### config.mk
export PLATFORM = sky130hd
export DESIGN_NAME = fpc_core_flat
export DESIGN_NICKNAME = d
export VERILOG_FILES = /design/src/rtl/fpc_pkg.sv /design/src/rtl/fpc_if.sv /design/src/rtl/fpc_core.sv /design/src/flat_wrapper.sv
export SDC_FILE = /design/constraint.sdc
export NUM_CORES = 1
export LEC_CHECK = 0
export BUFFER_PORTS_ARGS = -buffer_cell sky130_fd_sc_hd__clkbuf_2
export CORE_UTILIZATION = 58
export CTS_BUF_LIST = sky130_fd_sc_hd__clkbuf_16
export DETAILED_ROUTE_END_ITERATION = 16
export GPL_TIMING_DRIVEN = 0
export PLACE_DENSITY = 0.79
export SYNTH_ARGS = -nofsm -noshare
export SYNTH_HDL_FRONTEND = slang
export SYNTH_SLANG_ARGS = --single-unit
### constraint.sdc
create_clock -name clk -period 6 [get_ports clk]
set_clock_uncertainty 0.1 [all_clocks]
set_input_delay 1.2 -clock clk [delete_from_list [all_inputs] [get_ports clk]]
set_output_delay 1.2 -clock clk [all_outputs]
set_load 0.1 [all_outputs]
### src/rtl/fpc_pkg.sv
// fpc_pkg: types, constants and status codes for the fletcher packet checker
// no dependencies; imported by the interfaces and every rtl module
`timescale 1ns / 1ps

package fpc_pkg;

    // packet layout
    localparam int PKT_LEN      = 14;
    localparam int PAYLOAD_LEN  = 10;
    localparam int POS_W        = 4;
    localparam int PAY_IDX_W    = $clog2(PAYLOAD_LEN);

    localparam logic [POS_W-1:0] POS_MAGIC_HI = 4'd0;
    localparam logic [POS_W-1:0] POS_MAGIC_LO = 4'd1;
    localparam logic [POS_W-1:0] POS_PAY_LO   = 4'd2;
    localparam logic [POS_W-1:0] POS_CHECK_HI = 4'd12;
    localparam logic [POS_W-1:0] POS_CHECK_LO = 4'd13;
    localparam logic [POS_W-1:0] POS_IDLE     = 4'd14;

    // fletcher modulus
    localparam logic [8:0] FL_MOD = 9'd255;

    typedef logic [7:0]  byte_t;
    typedef logic [15:0] word_t;

    typedef enum logic [1:0] {
        STATUS_OK        = 2'd0,
        STATUS_BAD_MAGIC = 2'd1,
        STATUS_BAD_SUM   = 2'd2
    } fpc_status_t;

    // one received byte as held in the input stage
    typedef struct packed {
        byte_t rx_byte;
        logic  first_byte;
    } fpc_item_t;

    // add two values below 255 and reduce modulo 255
    function automatic byte_t add_mod255(input byte_t x, input byte_t y);
        logic [8:0] s;
        logic [8:0] r;
        begin
            s = {1'b0, x} + {1'b0, y};
            r = (s >= FL_MOD) ? (s - FL_MOD) : s;
            return r[7:0];
        end
    endfunction

endpackage

### src/rtl/fpc_if.sv


interface fpc_res_if;
    import fpc_pkg::*;

    logic        valid;
    logic        ready;
    fpc_status_t status;
    word_t       joy1_x;
    word_t       joy1_y;
    word_t       joy2_x;
    word_t       joy2_y;
    byte_t       joy1_switch;
    byte_t       joy2_switch;

    modport source (output valid, output status, output joy1_x, output joy1_y,
                    output joy2_x, output joy2_y, output joy1_switch,
                    output joy2_switch, input ready);
    modport sink   (input valid, input status, input joy1_x, input joy1_y,
                    input joy2_x, input joy2_y, input joy1_switch,
                    input joy2_switch, output ready);
endinterface

interface fpc_cfg_if;
    import fpc_pkg::*;

    logic  valid;
    logic  ready;
    word_t data;

    modport source (output valid, output data, input ready);
    modport sink   (input valid, input data, output ready);
endinterface

### src/rtl/fpc_core.sv
// fpc_core: packet position, running fletcher sums, payload store and result register
// depends on fpc_pkg, fpc_res_if and fpc_cfg_if
`timescale 1ns / 1ps

module fpc_core (
    input  logic               clk,
    input  logic               rst_n,
    input  logic               item_valid,
    input  fpc_pkg::fpc_item_t item,
    output logic               advance,
    fpc_cfg_if.sink            cfg,
    fpc_res_if.source          res
);
    import fpc_pkg::*;

    logic [POS_W-1:0] pos_reg, pos_next;
    byte_t            sum_a_reg, sum_a_next;
    byte_t            sum_b_reg, sum_b_next;
    byte_t            held_first_reg, held_first_next;
    byte_t            held_check_reg, held_check_next;
    logic             magic_ok_reg, magic_ok_next;
    word_t            magic_reg;
    byte_t            payload_reg [PAYLOAD_LEN];

    logic             res_valid_reg, res_valid_next;
    fpc_status_t      status_reg, status_next;
    word_t            joy1_x_reg, joy1_y_reg, joy2_x_reg, joy2_y_reg;
    word_t            joy1_x_next, joy1_y_next, joy2_x_next, joy2_y_next;
    byte_t            sw1_reg, sw2_reg, sw1_next, sw2_next;

    logic             fire;
    logic [POS_W-1:0] pos_eff;
    byte_t            sa_eff, sb_eff;
    logic             mok_eff;
    byte_t            sa_new, sb_new;
    logic             pay_we;
    logic [POS_W-1:0] pay_off;
    logic             emit;

    // core moves when the result register is free or being taken
    assign advance = !res_valid_reg || res.ready;
    assign fire    = item_valid && advance;

    // config port is always open
    assign cfg.ready = 1'b1;

    always_ff @(posedge clk or negedge rst_n)
    begin
        if (!rst_n)
        begin
            magic_reg <= '0;
        end
        else if (cfg.valid)
        begin
            magic_reg <= cfg.data;
        end
    end

    // state as seen by this byte, after a restart flag
    assign pos_eff = item.first_byte ? POS_MAGIC_HI : pos_reg;
    assign sa_eff  = item.first_byte ? 8'd0 : sum_a_reg;
    assign sb_eff  = item.first_byte ? 8'd0 : sum_b_reg;
    assign mok_eff = item.first_byte ? 1'b0 : magic_ok_reg;

    // running sums, reduced after every byte
    assign sa_new  = add_mod255(sa_eff, item.rx_byte);
    assign sb_new  = add_mod255(sb_eff, sa_new);

    assign pay_off = pos_eff - POS_PAY_LO;
    assign pay_we  = fire && (pos_eff >= POS_PAY_LO) && (pos_eff < POS_CHECK_HI);
    assign emit    = fire && (pos_eff == POS_CHECK_LO);

    // packet state update
    always_comb
    begin
        pos_next        = pos_reg;
        sum_a_next      = sum_a_reg;
        sum_b_next      = sum_b_reg;
        held_first_next = held_first_reg;
        held_check_next = held_check_reg;
        magic_ok_next   = magic_ok_reg;
        if (fire)
        begin
            sum_a_next    = sa_eff;
            sum_b_next    = sb_eff;
            magic_ok_next = mok_eff;
            pos_next      = pos_eff;
            if (pos_eff < POS_CHECK_HI)
            begin
                sum_a_next = sa_new;
                sum_b_next = sb_new;
            end
            if (pos_eff == POS_MAGIC_HI)
            begin
                held_first_next = item.rx_byte;
            end
            if (pos_eff == POS_MAGIC_LO)
            begin
                magic_ok_next = ({held_first_reg, item.rx_byte} == magic_reg);
            end
            if (pos_eff == POS_CHECK_HI)
            begin
                held_check_next = item.rx_byte;
            end
            priority if (pos_eff < POS_CHECK_LO)
            begin
                pos_next = pos_eff + 4'd1;
            end
            else
            begin
                pos_next = POS_IDLE;
            end
        end
    end

    always_ff @(posedge clk or negedge rst_n)
    begin
        if (!rst_n)
        begin
            pos_reg        <= '0;
            sum_a_reg      <= '0;
            sum_b_reg      <= '0;
            held_first_reg <= '0;
            held_check_reg <= '0;
            magic_ok_reg   <= 1'b0;
        end
        else
        begin
            pos_reg        <= pos_next;
            sum_a_reg      <= sum_a_next;
            sum_b_reg      <= sum_b_next;
            held_first_reg <= held_first_next;
            held_check_reg <= held_check_next;
            magic_ok_reg   <= magic_ok_next;
        end
    end

    // payload store for bytes 2 to 11
    always_ff @(posedge clk)
    begin
        if (pay_we)
        begin
            payload_reg[pay_off[PAY_IDX_W-1:0]] <= item.rx_byte;
        end
    end

    // result decode on the last byte
    always_comb
    begin
        status_next = STATUS_OK;
        joy1_x_next = '0;
        joy1_y_next = '0;
        joy2_x_next = '0;
        joy2_y_next = '0;
        sw1_next    = '0;
        sw2_next    = '0;
        priority if (!magic_ok_reg)
        begin
            status_next = STATUS_BAD_MAGIC;
        end
        else if ((held_check_reg != sum_b_reg) || (item.rx_byte != sum_a_reg))
        begin
            status_next = STATUS_BAD_SUM;
        end
        else
        begin
            joy1_x_next = {payload_reg[0], payload_reg[1]};
            joy1_y_next = {payload_reg[2], payload_reg[3]};
            joy2_x_next = {payload_reg[4], payload_reg[5]};
            joy2_y_next = {payload_reg[6], payload_reg[7]};
            sw1_next    = payload_reg[8];
            sw2_next    = payload_reg[9];
        end
    end

    always_comb
    begin
        if (emit)
        begin
            res_valid_next = 1'b1;
        end
        else if (res.ready)
        begin
            res_valid_next = 1'b0;
        end
        else
        begin
            res_valid_next = res_valid_reg;
        end
    end

    // result register
    always_ff @(posedge clk or negedge rst_n)
    begin
        if (!rst_n)
        begin
            res_valid_reg <= 1'b0;
        end
        else
        begin
            res_valid_reg <= res_valid_next;
        end
    end

    always_ff @(posedge clk)
    begin
        if (emit)
        begin
            status_reg <= status_next;
            joy1_x_reg <= joy1_x_next;
            joy1_y_reg <= joy1_y_next;
            joy2_x_reg <= joy2_x_next;
            joy2_y_reg <= joy2_y_next;
            sw1_reg    <= sw1_next;
            sw2_reg    <= sw2_next;
        end
    end

    assign res.valid       = res_valid_reg;
    assign res.status      = status_reg;
    assign res.joy1_x      = joy1_x_reg;
    assign res.joy1_y      = joy1_y_reg;
    assign res.joy2_x      = joy2_x_reg;
    assign res.joy2_y      = joy2_y_reg;
    assign res.joy1_switch = sw1_reg;
    assign res.joy2_switch = sw2_reg;

endmodule
### src/flat_wrapper.sv
// flat-port wrapper written by rule: the top's interface ports become plain ports
module fpc_core_flat import fpc_pkg::*;
  (clk, rst_n, item_valid, item, advance, cfg_valid, cfg_data, cfg_ready, res_valid, res_status, res_joy1_x, res_joy1_y, res_joy2_x, res_joy2_y, res_joy1_switch, res_joy2_switch, res_ready);
  fpc_cfg_if cfg_i ();
  fpc_res_if res_i ();
  input  logic clk;
  input  logic rst_n;
  input  logic item_valid;
  input  fpc_pkg::fpc_item_t item;
  output logic advance;
  input wire logic [$bits(cfg_i.valid)-1:0] cfg_valid;
  input wire logic [$bits(cfg_i.data)-1:0] cfg_data;
  output wire logic [$bits(cfg_i.ready)-1:0] cfg_ready;
  output wire logic [$bits(res_i.valid)-1:0] res_valid;
  output wire logic [$bits(res_i.status)-1:0] res_status;
  output wire logic [$bits(res_i.joy1_x)-1:0] res_joy1_x;
  output wire logic [$bits(res_i.joy1_y)-1:0] res_joy1_y;
  output wire logic [$bits(res_i.joy2_x)-1:0] res_joy2_x;
  output wire logic [$bits(res_i.joy2_y)-1:0] res_joy2_y;
  output wire logic [$bits(res_i.joy1_switch)-1:0] res_joy1_switch;
  output wire logic [$bits(res_i.joy2_switch)-1:0] res_joy2_switch;
  input wire logic [$bits(res_i.ready)-1:0] res_ready;
  assign cfg_i.valid = cfg_valid;
  assign cfg_i.data = cfg_data;
  assign cfg_ready = cfg_i.ready;
  assign res_valid = res_i.valid;
  assign res_status = res_i.status;
  assign res_joy1_x = res_i.joy1_x;
  assign res_joy1_y = res_i.joy1_y;
  assign res_joy2_x = res_i.joy2_x;
  assign res_joy2_y = res_i.joy2_y;
  assign res_joy1_switch = res_i.joy1_switch;
  assign res_joy2_switch = res_i.joy2_switch;
  assign res_i.ready = res_ready;
  fpc_core u_core (.clk(clk), .rst_n(rst_n), .item_valid(item_valid), .item(item), .advance(advance), .cfg(cfg_i), .res(res_i));
endmodule
==> results of run 1 <==
[cell type report]
| type | instances | area [um2] |
|---|---|---|
| clock buffers | 22 | 551 |
| repair buffers | 120 | 661 |
| plain buffers | 33 | 200 |
| clock inverters | 17 | 163 |
| well taps | 220 | 275 |
| inverters | 10 | 37.5 |
| flip-flops and latches | 216 | 6220 |
| multi-input cells | 440 | 3330 |
| fillers | 1116 | 5030 |
[how the worst max path moves through the flow]
stage            start                  end
6_report       item[0]  u_core.sum_b_reg[6]
3_3_place_gp   item[0]  u_core.sum_b_reg[6]
3_5_place_dp   item[0]  u_core.sum_b_reg[6]
2_1_floorplan  item[0]  u_core.sum_b_reg[6]
5_1_grt        item[0]  u_core.sum_b_reg[6]
4_1_cts        item[0]  u_core.sum_b_reg[6]
[per-layer routing]
metal	track usage, %	up-vias	share of wire (%)
li1	-	2941	-
met1	30.2	3139	41
met3	3.20	40	6.1
met2	41.4	239	50
met5	0	-	0
met4	8.27	0	2.4
[through the flow]
stage	hold WS [ns]	worst slack, ns
after global placement	0.396	-0.821
after floorplan	0.363	0.0343
after global routing	0.441	0.0251
after CTS	0.415	0.0345
final	0.415	0.279
after detailed placement	0.396	-0.893
[Yosys cell counts, types with 3 or more instances]
| master | number |
|---|---|
| edfxtp_1 | 162 |
| and3_1 | 87 |
| dfrtp_1 | 54 |
| xnor2_1 | 35 |
| mux2_2 | 32 |
| nor2_1 | 32 |
| ha_1 | 26 |
| clkbuf_1 | 23 |
| nand2_1 | 19 |
| nor2b_1 | 19 |
| o21ai_0 | 14 |
| nand3_1 | 13 |
| a21oi_1 | 12 |
| nor3_1 | 12 |
| nand4_1 | 11 |
| inv_1 | 10 |
| nand2b_1 | 10 |
| a21o_1 | 9 |
| a211oi_1 | 8 |
| a31oi_1 | 7 |
| xor2_1 | 7 |
| mux2_1 | 6 |
| and2_1 | 5 |
| a211o_1 | 4 |
| a221oi_1 | 4 |
| buf_6 | 4 |
| nand3b_1 | 4 |
| nor4_1 | 4 |
| o21a_1 | 4 |
| o31ai_1 | 4 |
| buf_4 | 3 |
| clkbuf_8 | 3 |
| or4_1 | 3 |
[repair_timing]
action                                  4_1_cts  5_1_grt
resized for setup                             2        7
endpoints found under the setup margin        8        7
setup buffers                                 1        4
pin swaps                                     2        2
[where the power goes]
group          leakage (uW)  internal (uW)  switching, uW
clock              0.000360            797            538
sequential          0.00194           1690           81.0
combinational       0.00215            674            874
[critical path, stage by stage]
cell and delay (ns):
clkbuf_4 0.21, clkbuf_4 0.24, nor2b_1 0.06, ha_1 0.24, fa_2 0.42, xor2_2 0.28
o21ai_0 0.21, nor4_4 0.35, a41o_4 0.30, xor2_1 0.11, ha_1 0.29, fa_2 0.43
a211oi_4 0.29, nor2_1 0.16, nor4b_2 0.40, nor3_4 0.13, or4_1 0.52, a31oi_1 0.17
[kinds of logic after synthesis]
| family | count (synthesis) |
|---|---|
| mux | 40 |
| flops | 216 |
| simple gates | 234 |
| buf+inv | 44 |
| fa+ha+maj | 28 |
| xor+xnor | 42 |
| compound gates | 95 |
| other cells | 1 |
==> results_dict.tcl, run 1 <==
set metrics [dict create \
    status "complete, no violations" \
    min_path_cells 1 \
    via_count 6359 \
    die_h_um 132 \
    area_growth_pct 17.3 \
    hold_path_end "u_core.held_check_reg[3]" \
    grt-ovfl-total 0 \
    ant_nets 0 \
    grt.total_usage_pct 23.6 \
    cp_max_fo 16 \
    clkSinkCount 216 \
    post-route-util_pct 69.4 \
    ir_drop_mv 0.354 \
    ys_types 77 \
    fp-row-count 47 \
    wl_um 20500 \
    synthXorXnorAreaFrac_pct 3.77 \
    setup_viol 0 \
    slew_viol_final 0 \
    ys_warn_count 0 \
    p_leak_uw 0.00445 \
    power_density_mw_per_mm2 407 \
    dieArea_mm2 0.0173 \
    reg2reg_slack_ns 0.97 \
    stdcell_area_mm2 0.0114 \
    ys_seq_elements 216 \
    via_per_inst 5.90 \
    synth-adder-area-share_pct 3.75 \
    layoutNonFillerInstCount 1078 \
    cts_max_path_buffers 3 \
    crit-reg2reg-capture "u_core.sum_b_reg[6]" \
    drtIter0Drc 458 \
    startpoint_type "input port" \
    place_congestion 0.925 \
    crit_type "in -> reg" \
    dr.pass1.iters 6 \
    grt_pass1_wl_um 32100 \
    cp_data_required_time_ns 6.31 \
    synth_top_area_share_pct 49.9 \
    start_util_pct 59.2 \
    synth_top_family_by_area "simple AND/OR/NAND/NOR gates" \
    end_kind "flop" \
    clkLatencyLatePin_ns 0.50 \
    max_freq_ghz 0.175 \
    period_needed_ns 5.72 \
    io_buffers 112 \
    layout_common_cells "edfxtp_1, clkbuf_2, and3_1" \
    worst-slew-pin-transition_ns 1.24 \
    synth-edff-count 162 \
    num_antenna_cells 0 \
    core_area_mm2 0.0165 \
    syn_inst 700 \
    layout_commonest_cell "edfxtp_1" \
    boundaryPins 115 \
    synth-compound-area-share_pct 7.48 \
    ys_seq_area_share_pct 63.8 \
    layout.nets 901 \
    fin_tns_setup_ns 0 \
    clk_pin_slew_ns 0.06 \
    hold_viol 0 \
    drv_cap 0 \
    synthTopCellsByArea "edfxtp_1, dfrtp_1, and3_1, mux2_2, ha_1" \
    fin_crit_sh_pct 95.4 \
    antenna_found_initial 0 \
    r2r-start "u_core.sum_a_reg[0]" \
    cts_tree "built" \
    synth-simple-area-share_pct 14.0 \
    ys_async_sr_fraction_pct 25.0 \
    fp.dieW_um 132 \
    slew_headroom_pct 16.6 \
    route.detailed.wl_per_inst_um 19.0 \
    r2r.worst_path.cells 16 \
    numPlacedInstances 1034 \
    cts_max_level 1 \
    cts_buffers 22 \
    synth_mux_area_share_pct 4.70 \
    power_uw 4660 \
    root_buffer "clkbuf_16" \
    post-synth-top-area-cell "edfxtp_1" \
    post_dp_cell_area_mm2 0.0106 \
    drive_gt1_share_pct 25.5 \
    avgSynthCellArea_um2 13.9 \
    largest_reg_flops 80 \
    cp.arrival_ns 6.03 \
    rsz0062_at_grt "no" \
    holdCritPathClass "reg -> reg" \
    grt_max_degree 55 \
    dp_hpwl_um 13900 \
    synth.net_count 758 \
    ys.flop_type "edfxtp_1" \
    grt_pass1_vias 6159 \
    hold_buffers 0 \
    drc 0 \
    min_from "u_core.held_check_reg[3]" \
    synth_area_mm2 0.00975 \
]
Note: power is estimated with default switching activity, not from simulation.
==> run 2, diff against run 1 <==
Settings changed: CORE_UTILIZATION 58 to 60, PLACE_DENSITY 0.79 to 0.82.
Clock period 6 ns to 6.6 ns, I/O delays scaled along.
==> run 2 against run 1 <==
Against the previous run: routed wire length shrank 1.2%; via count fell by 1.9%; utilization grew 1.4 points; sequential cell count unchanged; global-route usage is 0.89 points higher; worst setup slack better by 0.031 ns; final area is 1.5% lower; die area shrank 3.3%; first-iteration DRC count decreased by 8.7%; critical path type unchanged; critical endpoint unchanged.
==> results_dict.tcl, run 2 (synthesized netlist as in run 1, its figures left out) <==
set metrics [dict create \
    ant_nets 0 \
    grt-ovfl-total 0 \
    max_freq_ghz 0.159 \
    cp.arrival_ns 6.60 \
    slew_headroom_pct 23.8 \
    highest_layer "met4" \
    r2r-start "u_core.sum_a_reg[0]" \
    io_buffers 112 \
    stdcell_area_mm2 0.0113 \
    post_dp_cell_area_mm2 0.0106 \
    power_density_mw_per_mm2 360 \
    grt_pass1_vias 5998 \
    p_int_uw 2730 \
    die_h_um 129 \
    cp_data_required_time_ns 6.91 \
    root_buffer "clkbuf_16" \
    fp.dieW_um 129 \
    clkLatencyLatePin_ns 0.49 \
    dp_hpwl_um 13800 \
    fp-row-count 46 \
    clk_pin_slew_ns 0.07 \
    cp_cell_sequence "clkbuf_2, clkbuf_2, nor2b_1, ha_1, fa_1, xor2_1, o21ai_0, nor4_4, a41o_4, xor2_1, ha_1, fa_1, a211oi_2, nor2_1, nor4b_2, nor3_2, or4_1, a31oi_1" \
    drv_cap 0 \
    wl_met3_um 1150 \
    layout.nets 895 \
    rsz0062_at_grt "no" \
    grt_pass1_wl_um 31300 \
    setup_viol 0 \
    cts_max_level 1 \
    clkSinkCount 216 \
    route.detailed.wl_per_inst_um 19.0 \
    core_area_mm2 0.0159 \
    critical_path.max_stage_delay_ns 0.52 \
    cts_tree "built" \
    slew_viol_final 0 \
    grt.total_usage_pct 24.5 \
    hold_viol 0 \
    drtIter0Drc 418 \
    drive_gt1_share_pct 24.4 \
    drc 0 \
    place_congestion 0.900 \
    via_count 6241 \
    period_needed_ns 6.29 \
    startpoint_type "input port" \
    crit_path_end "u_core.sum_b_reg[6]" \
    crit_type "in -> reg" \
    r2r.worst_path.cells 16 \
    cts_buffers 21 \
    layout_commonest_cell "edfxtp_1" \
    cp_num_buf_inv 2 \
    worst-slew-pin-transition_ns 1.13 \
    worstSetupStartpoint "item[0]" \
    swShare_pct 32.6 \
    power_frac_comb_pct 33.4 \
    clkPwrFrac_pct 26.9 \
    hold_buffers 0 \
    crit_cells 18 \
    holdWs_ns 0.417 \
    via_per_inst 5.85 \
    wl_met1_um 8580 \
    boundaryPins 115 \
    reg2reg_slack_ns 1.24 \
    start_util_pct 61.4 \
    holdCritPathClass "reg -> reg" \
    power_uw 4050 \
    dr_wl_met2_um 10000 \
    antenna_found_initial 0 \
    fin_crit_sh_pct 95.3 \
    dr.pass1.iters 5 \
    wl_um 20200 \
    cp_max_fo 16 \
    area_growth_pct 15.5 \
    largest_reg_flops 80 \
    layout_common_cells "edfxtp_1, clkbuf_2, and3_1" \
    grt_max_degree 55 \
    p_switching_uw 1320 \
    crit_family "simple AND/OR/NAND/NOR gates" \
    power_frac_seq_pct 39.8 \
    status "complete, no violations" \
    num_antenna_cells 0 \
    ir_drop_mv 0.350 \
    cts_max_path_buffers 3 \
    slowest_stage "or4_1" \
    p_leak_uw 0.00437 \
    end_kind "flop" \
    dieArea_mm2 0.0168 \
    crit-reg2reg-capture "u_core.sum_b_reg[6]" \
]
[run 2: metrics by stage]
step                      util [%]  setup slack, ns  std cells  TNS [ns]
final                         70.9            0.310       1067         0
after global routing          70.9           0.0519       1067         0
after CTS                     70.8           0.0299       1067         0
after detailed placement      66.9           -0.604       1030     -3.60
after global placement        66.6           -0.953       1028    -80.22
after floorplan                  -           0.0142        700         0
[run 2: worst min path at each step]
stage                                           to  cells past startpoint                startpoint  slack (ns)
after floorplan                  u_core.pos_reg[1]                      2         u_core.pos_reg[1]        0.36
after global placement    u_core.held_check_reg[4]                      1  u_core.held_check_reg[4]        0.40
after detailed placement         u_core.pos_reg[1]                      2         u_core.pos_reg[1]        0.39
after CTS                 u_core.held_check_reg[5]                      1  u_core.held_check_reg[5]        0.42
after global routing      u_core.held_check_reg[4]                      1  u_core.held_check_reg[4]        0.45
final                     u_core.held_check_reg[5]                      1  u_core.held_check_reg[5]        0.42
[run 2: worst reg2reg max path: stages (launching register included)]
cell      delay [ns]
dfrtp_1         0.42
nor2b_1         0.15
ha_1            0.24
fa_1            0.48
xor2_1          0.36
o21ai_0         0.22
nor4_4          0.35
a41o_4          0.33
xor2_1          0.12
ha_1            0.29
fa_1            0.49
a211oi_2        0.38
nor2_1          0.19
nor4b_2         0.31
nor3_2          0.16
or4_1           0.52
a31oi_1         0.17
[run 2: layout make-up]
class	count	area [um2]
Tap cell	216	270
Inverter	10	37.5
Fill cell	1083	4630
Clock buffer	21	526
Sequential cell	216	6220
Clock inverter	16	92.6
Buffer	33	198
Multi-Input combinational cell	440	3300
Timing Repair Buffer	115	621
[run 2: what timing repair did]
| item | 4_1_cts | 5_1_grt |
|---|---|---|
| resized for setup | 1 | 0 |
| buffers inserted | 0 | 0 |
| setup endpoints to repair | 4 | 7 |
[run 2: routing by layer]
layer	vias up	track usage [%]
li1	2922	-
met1	3039	31.8
met2	235	42.5
met3	45	3.43
met4	0	8.69
met5	-	0
[run 2: power by group through the flow]
stage / clock network, uW / logic, uW / registers [uW]
6_report: 1090 / 1350 / 1610
5_1_grt: 1150 / 1480 / 1620
4_1_cts: 1100 / 1330 / 1610
3_5_place_dp: 0 / 1330 / 1640
3_3_place_gp: 0 / 1270 / 1630
2_1_floorplan: 0 / 1060 / 1620
